==> src/complex_rpn_stack_alu_core_macros.svh <==
// ----------------------------------------------------------------------------
// complex_rpn_stack_alu_core_macros
// Assertion helpers for the complex rpn stack alu.
// ----------------------------------------------------------------------------
`ifndef COMPLEX_RPN_STACK_ALU_CORE_MACROS_SVH
`define COMPLEX_RPN_STACK_ALU_CORE_MACROS_SVH

// property that must hold on every clock edge outside reset
`define CRS_ASSERT_CLK(label, prop, msg) \
   label: assert property (@(posedge clock) disable iff (reset) (prop)) else $error(msg);

// implication whose consequent is checked in the next cycle
`define CRS_ASSERT_NEXT(label, cond, prop, msg) \
   label: assert property (@(posedge clock) disable iff (reset) (cond) |=> (prop)) \
      else $error(msg);

`endif

==> src/crsalu_pkg.sv <==
// ----------------------------------------------------------------------------
// crsalu_pkg
// Shared types and constants of the complex rpn stack alu.
// ----------------------------------------------------------------------------
package crsalu_pkg;

   localparam int unsigned DefStackDepth = 16;

   typedef enum logic [2:0] {
      ACT_PUSH = 3'd0,
      ACT_ADD  = 3'd1,
      ACT_SUB  = 3'd2,
      ACT_MUL  = 3'd3,
      ACT_DIV  = 3'd4
   } action_type;

   typedef enum logic [1:0] {
      ERR_OK    = 2'd0,
      ERR_FEW   = 2'd1,
      ERR_FULL  = 2'd2,
      ERR_DIVZ  = 2'd3
   } err_type;

   typedef enum logic [2:0] {
      ST_IDLE,
      ST_READ,
      ST_CALC,
      ST_WAIT,
      ST_WRITE,
      ST_SHOW,
      ST_OUT
   } state_type;

   // controller to datapath commands
   typedef struct packed {
      logic       push_wr;   // write pushed value at count
      logic       rd_ops;    // read the two top entries
      logic       start;     // start arithmetic
      logic       res_wr;    // write result at count-2
      logic       rd_top;    // read current top
      logic [2:0] action;
   } cmd_type;

   // datapath to controller status
   typedef struct packed {
      logic done;
      logic div_zero;
   } status_type;

   // saturate a signed value held in 66 bits to 32 bits
   function automatic logic [31:0] sat66(input logic signed [65:0] v);
      logic [31:0] r;
      if (v > 66'sd2147483647)       r = 32'h7FFF_FFFF;
      else if (v < -66'sd2147483648) r = 32'h8000_0000;
      else                           r = v[31:0];
      return r;
   endfunction

endpackage

==> src/crsalu_ctrl.sv <==
// ----------------------------------------------------------------------------
// crsalu_ctrl
// Request sequencer: checks, stack pointer and response handshake.
// ----------------------------------------------------------------------------
module crsalu_ctrl
   import crsalu_pkg::*;
#(
   parameter int unsigned StackDepth = DefStackDepth,
   parameter int unsigned CntW = $clog2(StackDepth + 1)
)(
   input  logic            clock,
   input  logic            reset,
   input  logic            req_tvalid,
   output logic            req_tready,
   input  logic [2:0]      req_action,
   output logic            rsp_tvalid,
   input  logic            rsp_tready,
   input  status_type      status,
   output cmd_type         cmd,
   output logic [CntW-1:0] count,
   output logic            is_empty,
   output logic [1:0]      error_code,
   output logic            load_push
);
   state_type       state_ff, state_in;
   logic [CntW-1:0] cnt_ff, cnt_in;
   logic [2:0]      act_ff, act_in;
   err_type         err_ff, err_in;
   logic            rd2_ff, rd2_in;

   assign count      = cnt_ff;
   assign is_empty   = (cnt_ff == '0);
   assign error_code = err_ff;

   always_comb begin
      state_in   = state_ff;
      cnt_in     = cnt_ff;
      act_in     = act_ff;
      err_in     = err_ff;
      rd2_in     = 1'b0;
      req_tready = 1'b0;
      rsp_tvalid = 1'b0;
      load_push  = 1'b0;
      cmd        = '0;
      cmd.action = act_ff;
      unique case (state_ff)
         ST_IDLE: begin
            req_tready = 1'b1;
            if (req_tvalid) begin
               act_in    = req_action;
               load_push = 1'b1;
               err_in    = ERR_OK;
               state_in  = ST_SHOW;
               if (req_action == ACT_PUSH) begin
                  if (cnt_ff >= CntW'(StackDepth)) err_in = ERR_FULL;
                  else state_in = ST_WRITE;
               end else if (req_action inside {ACT_ADD, ACT_SUB, ACT_MUL, ACT_DIV}) begin
                  if (cnt_ff < CntW'(2)) err_in = ERR_FEW;
                  else state_in = ST_READ;
               end
            end
         end
         ST_READ: begin
            cmd.rd_ops = 1'b1;
            cmd.start  = !rd2_ff;
            rd2_in     = 1'b1;
            if (rd2_ff) state_in = ST_CALC;
         end
         ST_CALC: begin
            if (status.done) begin
               if (act_ff == ACT_DIV && status.div_zero) begin
                  err_in   = ERR_DIVZ;
                  state_in = ST_SHOW;
               end else begin
                  state_in = ST_WRITE;
               end
            end
         end
         ST_WRITE: begin
            if (act_ff == ACT_PUSH) begin
               cmd.push_wr = 1'b1;
               cnt_in      = cnt_ff + CntW'(1);
            end else begin
               cmd.res_wr = 1'b1;
               cnt_in     = cnt_ff - CntW'(1);
            end
            state_in = ST_SHOW;
         end
         ST_SHOW: begin
            // read address settles on count-1, data registered next cycle
            state_in = ST_WAIT;
         end
         ST_WAIT: begin
            cmd.rd_top = 1'b1;
            state_in   = ST_OUT;
         end
         ST_OUT: begin
            rsp_tvalid = 1'b1;
            if (rsp_tready) state_in = ST_IDLE;
         end
         default: state_in = ST_IDLE;
      endcase
   end

   always_ff @(posedge clock) begin
      if (reset) begin
         state_ff <= ST_IDLE;
         cnt_ff   <= '0;
         rd2_ff   <= 1'b0;
      end else begin
         state_ff <= state_in;
         cnt_ff   <= cnt_in;
         rd2_ff   <= rd2_in;
      end
      act_ff <= act_in;
      err_ff <= err_in;
   end
endmodule

==> config.mk <==
export PLATFORM = sky130hd
export DESIGN_NAME = crsalu_ctrl
export DESIGN_NICKNAME = d
export VERILOG_FILES = /design/src/complex_rpn_stack_alu_core_macros.svh /design/src/crsalu_pkg.sv /design/src/crsalu_ctrl.sv
export SDC_FILE = /design/constraint.sdc
export NUM_CORES = 1
export LEC_CHECK = 0
export BUFFER_PORTS_ARGS = -buffer_cell sky130_fd_sc_hd__buf_2
export CAP_MARGIN = 40
export CORE_MARGIN = 2
export CORE_UTILIZATION = 49
export DETAILED_ROUTE_END_ITERATION = 12
export PLACE_DENSITY = 0.83
export SYNTH_ARGS = -nofsm -noshare
export SYNTH_HDL_FRONTEND = slang
export SYNTH_SLANG_ARGS = --single-unit
==> constraint.sdc <==
create_clock -name clock -period 4.55 [get_ports clock]
set_clock_uncertainty 0.15 [all_clocks]
set_input_delay 0 -clock clock [delete_from_list [all_inputs] [get_ports clock]]
set_output_delay 0 -clock clock [all_outputs]
set_load 0.005 [all_outputs]
==> run metrics, run 1 <==
Via density=5.59; Yosys reg bits=14; clock latency on the worst-skew pair=about 0.28 ns; final instance area=0.00105 mm^2; critical-path maximum fanout=8; Critical Path AT=2.47 ns; Die Wd=45.4 um; MaxCap Viol Count=0; Clk pin slew, worst setup/hold paths=0.09 ns; Clock Tree Root=clkbuf_4; max incr delay on CP=0.53 ns; Setup crit end kind=flop; Synth Cell Area=841 um^2; GRT Residual Overflow=0; layout cell share with drive strength beyond 1=roughly 30%; Core Area=roughly 0.0016 mm^2; sequential fraction of the synthesis area=between 30% and 40%; hold depth=2; Yosys top cell by area=dfxtp_1; first-pass GRT wire length=3.02 mm; top-count cell post-synth=nor2_1; die area=0.00206 mm^2; Leakage=around 0.47 nW; delay-heaviest family, CP=simple AND/OR/NAND/NOR gates; Die Ht=45.4 um; Placed Area=approximately 950 um^2; Hold Crit Start=req_tvalid; DR WL/cell=13.3 um; PortBufs=27; Vias=782; CTS tree=done; DR DRC count=0; worst path required time=4.57 ns; H-tree Lvls=1; ant diodes=0; status=finished clean; # hold bufs at CTS=7; CP Depth=6; I/O pin count=28; top cells by area, synth=dfxtp_1 (21%), edfxtp_1 (18%), nor2_1 (5.4%), ha_1 (4.5%), nand2_1 (4.5%); Post CTS Setup Buffer Count=0; CTS buffer count=3; Final TNS setup=0 ns; min Tclk post-route=2.44 ns; Critical Path, Cell by Cell=or3_1, ha_1, a21oi_1, nand3_1, a21oi_2, mux2_1; Worst R2R Path Depth=6; DR iter-0 viols=16; maximum number of pins on one net before global-route repair=13; vias in the first global route=between 600 and 700; initial antenna violation count=0; DRT Pass-1 Iters=4; Sink Count=14; Layout Area Growth over Synthesis=24.7%; yosys warns=0; power consumption=0.644 mW; Cells after DPL=129; post-route insts no fill=140; fmax=just over 400 MHz; reg-to-reg critical path startpoint=act_ff[2]$_DFFE_PP_; PwrDens=615 mW/mm^2; synth cell count leaders=nor2_1 (12), nand2_1 (10), dfxtp_1 (9); Rows=14; unrepaired setup endpoints after global routing=false; Gates resized, CTS repair=0; Worst VDD drop=between 0.0003 and 0.0004 V; worst slack, placed=2.15 ns; Synth async-reset ratio=0%; Nets=138; min-delay worst type=primary input to flop; GP Congestion=0.819; critical path type=flop to flop; Worst Max-Slew Pin Slew=0.423 ns; final wirelength=~1.9 mm; normalized max-slew margin=a little under three quarters; Post-DRT Antenna Nets=0; Crit. Startpoint=act_ff[2]$_DFFE_PP_; Syn Area/Cell=9.14 um^2; FILL cells=138; Buf/Inv on CP=0; Setup crit start kind=flop; final setup vio count=0; Post-Syn Nets=around 110; count of different cell masters after synthesis=38; Post-synth EDFFs=5; top cell type's share of synthesized area=21.4%; Synth Flop Type=dfxtp_1; GR Util All Layers=20.5%; Slew Viols, Final=0; post-synthesis cell count=92; final worst setup slack=2.11 ns; Final Hold Viols=0; Critical Path Slowest Stage Cell=or3_1; CTS Buffer Depth=2; Initial Util=53.9%; part of the cycle the worst path needs=53.7%
==> final cells by class <==
class | count | area (um^2) | share of cell area [%]
inverter | 4 | 15.0 | 1.43
clock buffer | 4 | 26.3 | 2.51
multi-input combinational | 68 | 452 | 43.1
sequential | 14 | 330 | 31.5
tap | 16 | 20.0 | 1.91
timing repair buffer | 34 | 205 | 19.6
==> registers in the layout, indices dropped and copies added, names as in the netlist <==
register / flops
state_ff: 3
error_code: 2
count: 5
rd2_ff: 1
act_ff: 3
==> report_power, final <==
part	switching [mW]	internal (mW)	total, mW
Clock	0.0391	0.0340	0.0731
Sequential	0.0580	0.179	0.237
Combinational	0.168	0.166	0.334
Total	0.265	0.379	0.644
==> final timing paths <==
path	to	slack, ns
setup / recovery	count[4]$_SDFFE_PP0P_	2.11
hold / removal	act_ff[0]$_DFFE_PP_	0.07
setup reg to reg	count[4]$_SDFFE_PP0P_	2.11
hold reg to reg	state_ff[0]$_SDFFE_PP0P_	0.37
==> cells in the final DEF (no fill, tap or decap), drive strengths merged <==
cell type     n
nand3b        1
or3           2
mux2          1
nand2        10
o21ai         6
a211oi        1
dlygate4sd3   7
o32ai         1
ha            3
and2          2
mux2i         1
a21o          3
a41oi         1
a221oi        1
or4           2
nand4b        1
xnor2         2
buf          27
edfxtp        5
clkbuf        4
nor4          1
inv           4
nand2b        1
fa            1
nor3          3
and3          1
dfxtp         9
a21boi        1
nand3         3
a21oi         6
or3b          1
nor2         12
==> cells by family (layout without fill, tap and decap cells) <==
logic type / count (synthesis) / in the layout / synth area share, %
and+or+nand+nor: 40 / 40 / 25.4
DFF: 14 / 14 / 39.3
buffers and inverters: 10 / 42 / 6.99
adders and majority gates: 4 / 4 / 6.85
xor gates and xnor gates: 2 / 2 / 2.08
muxes: 2 / 2 / 2.53
AOI/OAI and AO/OA: 20 / 20 / 16.8
==> per-layer routing <==
layer,vias to the layer above,part of all wire (%),global-route usage (%)
li1,389,-,-
met1,365,45,28.4
met2,26,49,31.5
met3,2,4.5,2.38
met4,0,1.4,10.6
met5,-,0,0
==> through the flow <==
stage / hold slack (ns) / utilization [%]
2_1_floorplan: -0.0511 / -
3_3_place_gp: 0.0480 / 61.1
3_5_place_dp: 0.0486 / 61.1
4_1_cts: 0.0494 / 67.3
5_1_grt: 0.0542 / 67.3
6_report: 0.0652 / 67.3
Power figures use the tool's default switching activity.
==> run 2: changes to the inputs <==
Settings changed: CORE_UTILIZATION 49 to 48, PLACE_DENSITY 0.83 to 0.82.
Clock period 4.55 ns to 2.3 ns, I/O delays scaled along.
==> run metrics, run 2 (same netlist as run 1, synthesis figures left out) <==
normalized max-slew margin=72.6%; PortBufs=27; I/O pin count=28; sw power=0.553 mW; CTS buffer count=3; Seq. cell area=330 um^2; Critical Path AT=about 2.2 ns; Hold Crit Start=req_tvalid; H-tree Lvls=1; Clk pin slew, worst setup/hold paths=approximately 0.090 ns; Worst Max-Slew Pin Slew=0.410 ns; Final Hold Viols=0; Min Hold Slack=0.0443 ns; layout cell share with drive strength beyond 1=36.4%; Setup crit start kind=flop; part of the cycle the worst path needs=95.9%; DRT Pass-1 Iters=4; final worst setup slack=0.0947 ns; final wirelength=2.05 mm; Die Ht=roughly 46 um; r2r setup slk=0.09 ns; min-delay worst type=primary input to flop; initial antenna violation count=0; first-pass GRT wire length=between 3 and 4 mm; Setup crit end kind=flop; most frequent cells in the layout=buf_2 (27), nor2_1 (12), nand2_1 (10); critical path type=flop to flop; switching fraction of total power=40.2%; vias in the first global route=711; Core Area=0.00169 mm^2; DR WL/cell=14.0 um; maximum number of pins on one net before global-route repair=13; power consumption=1.37 mW; Sink Count=14; worst slack, placed=-0.0102 ns; die area=0.00210 mm^2; hold depth=4; max reg flops=5; GP Congestion=0.766; DR DRC count=0; GR Util All Layers=20.1%; Die Wd=~46 um; reg-to-reg critical path startpoint=act_ff[2]$_DFFE_PP_; Clock Tree Root=clkbuf_4; combinational power share=52.7%; DR iter-0 viols=16; Hold EP=state_ff[1]$_SDFFE_PP0P_; Worst R2R Path Depth=6; clock latency on the worst-skew pair=slightly below 0.3 ns; Rows=15; Vias=828; Flop pwr share=34.0%; Initial Util=49.8%; commonest non-fill, non-tap cell in the layout=buf_2; Critical R2R Capture=count[4]$_SDFFE_PP0P_; fmax=453 MHz; MaxCap Viol Count=0; final setup vio count=0; Worst VDD drop=0.000694 V; clock power share=13.2%; ant diodes=0; min Tclk post-route=between 2 and 2.5 ns; Via density=5.67; area of the multi-input gates=473 um^2; Final TNS setup=0 ns; Slew Viols, Final=0; critical-path maximum fanout=6; Post-DRT Antenna Nets=0; GRT Residual Overflow=0; Leakage=roughly 0.51 nW; PwrDens=1230 mW/mm^2; Nets=143; CTS tree=done; status=finished clean; HPWL after detailed placement=1.43 mm; worst path required time=roughly 2.3 ns; FILL cells=about 140; Layout Area Growth over Synthesis=33.0%; internal power=0.821 mW; CTS Buffer Depth=2
-- run 2: metal layers --
layer,track usage [%],part of all wire (%)
met2,35.8,52
met5,0,0
met1,22.5,40
met4,7.43,2.5
met3,5.16,4.9
-- run 2: worst max path at each step --
stage                             to                start
2_1_floorplan  count[4]$_SDFFE_PP0P_  act_ff[2]$_DFFE_PP_
3_3_place_gp   count[4]$_SDFFE_PP0P_  act_ff[2]$_DFFE_PP_
3_5_place_dp   count[4]$_SDFFE_PP0P_  act_ff[2]$_DFFE_PP_
4_1_cts        count[4]$_SDFFE_PP0P_  act_ff[2]$_DFFE_PP_
5_1_grt        count[4]$_SDFFE_PP0P_  act_ff[2]$_DFFE_PP_
6_report       count[4]$_SDFFE_PP0P_  act_ff[2]$_DFFE_PP_
-- run 2: per-stage QoR --
| stage | instances | utilization, % | area, um^2 |
|---|---|---|---|
| 2_1_floorplan | 92 | - | 841 |
| 3_3_place_gp | 133 | 57.8 | 976 |
| 3_5_place_dp | 133 | 57.8 | 976 |
| 4_1_cts | 144 | 64.4 | 1090 |
| 5_1_grt | 146 | 66.2 | 1120 |
| 6_report | 146 | 66.2 | 1120 |
-- run 2: power groups by stage --
stage	clock network [mW]	registers (mW)	logic, mW
floorplan	0	0.427	0.506
global placement	0	0.459	0.647
detailed placement	0	0.467	0.663
CTS	0.183	0.462	0.688
global route	0.194	0.481	0.805
finish	0.182	0.468	0.724
-- run 2: worst max-delay path, stage by stage (launching register included) --
cell      delay [ns]
edfxtp_1        0.41
or3_4           0.44
fa_1            0.41
nand3_1         0.13
nand3_1         0.10
a21oi_2         0.14
mux2_1          0.32
-- run 2: timing repair --
| item | in CTS | in global routing |
|---|---|---|
| hold buffers | 7 | 0 |
| hold endpoints to repair | 13 | 0 |
| pin swaps | 0 | 1 |
| setup buffers | 0 | 2 |
| setup endpoints to repair | 1 | 1 |
| gates cloned | 0 | 0 |
| gates resized for setup | 1 | 2 |
-- run 2: final cells by class --
type | instances | share of cell area [%]
repair buffers | 39 | 21.7
clock buffers | 4 | 3.24
flip-flops and latches | 14 | 29.5
well taps | 17 | 1.90
inverters | 4 | 1.34
multi-input cells | 68 | 42.3
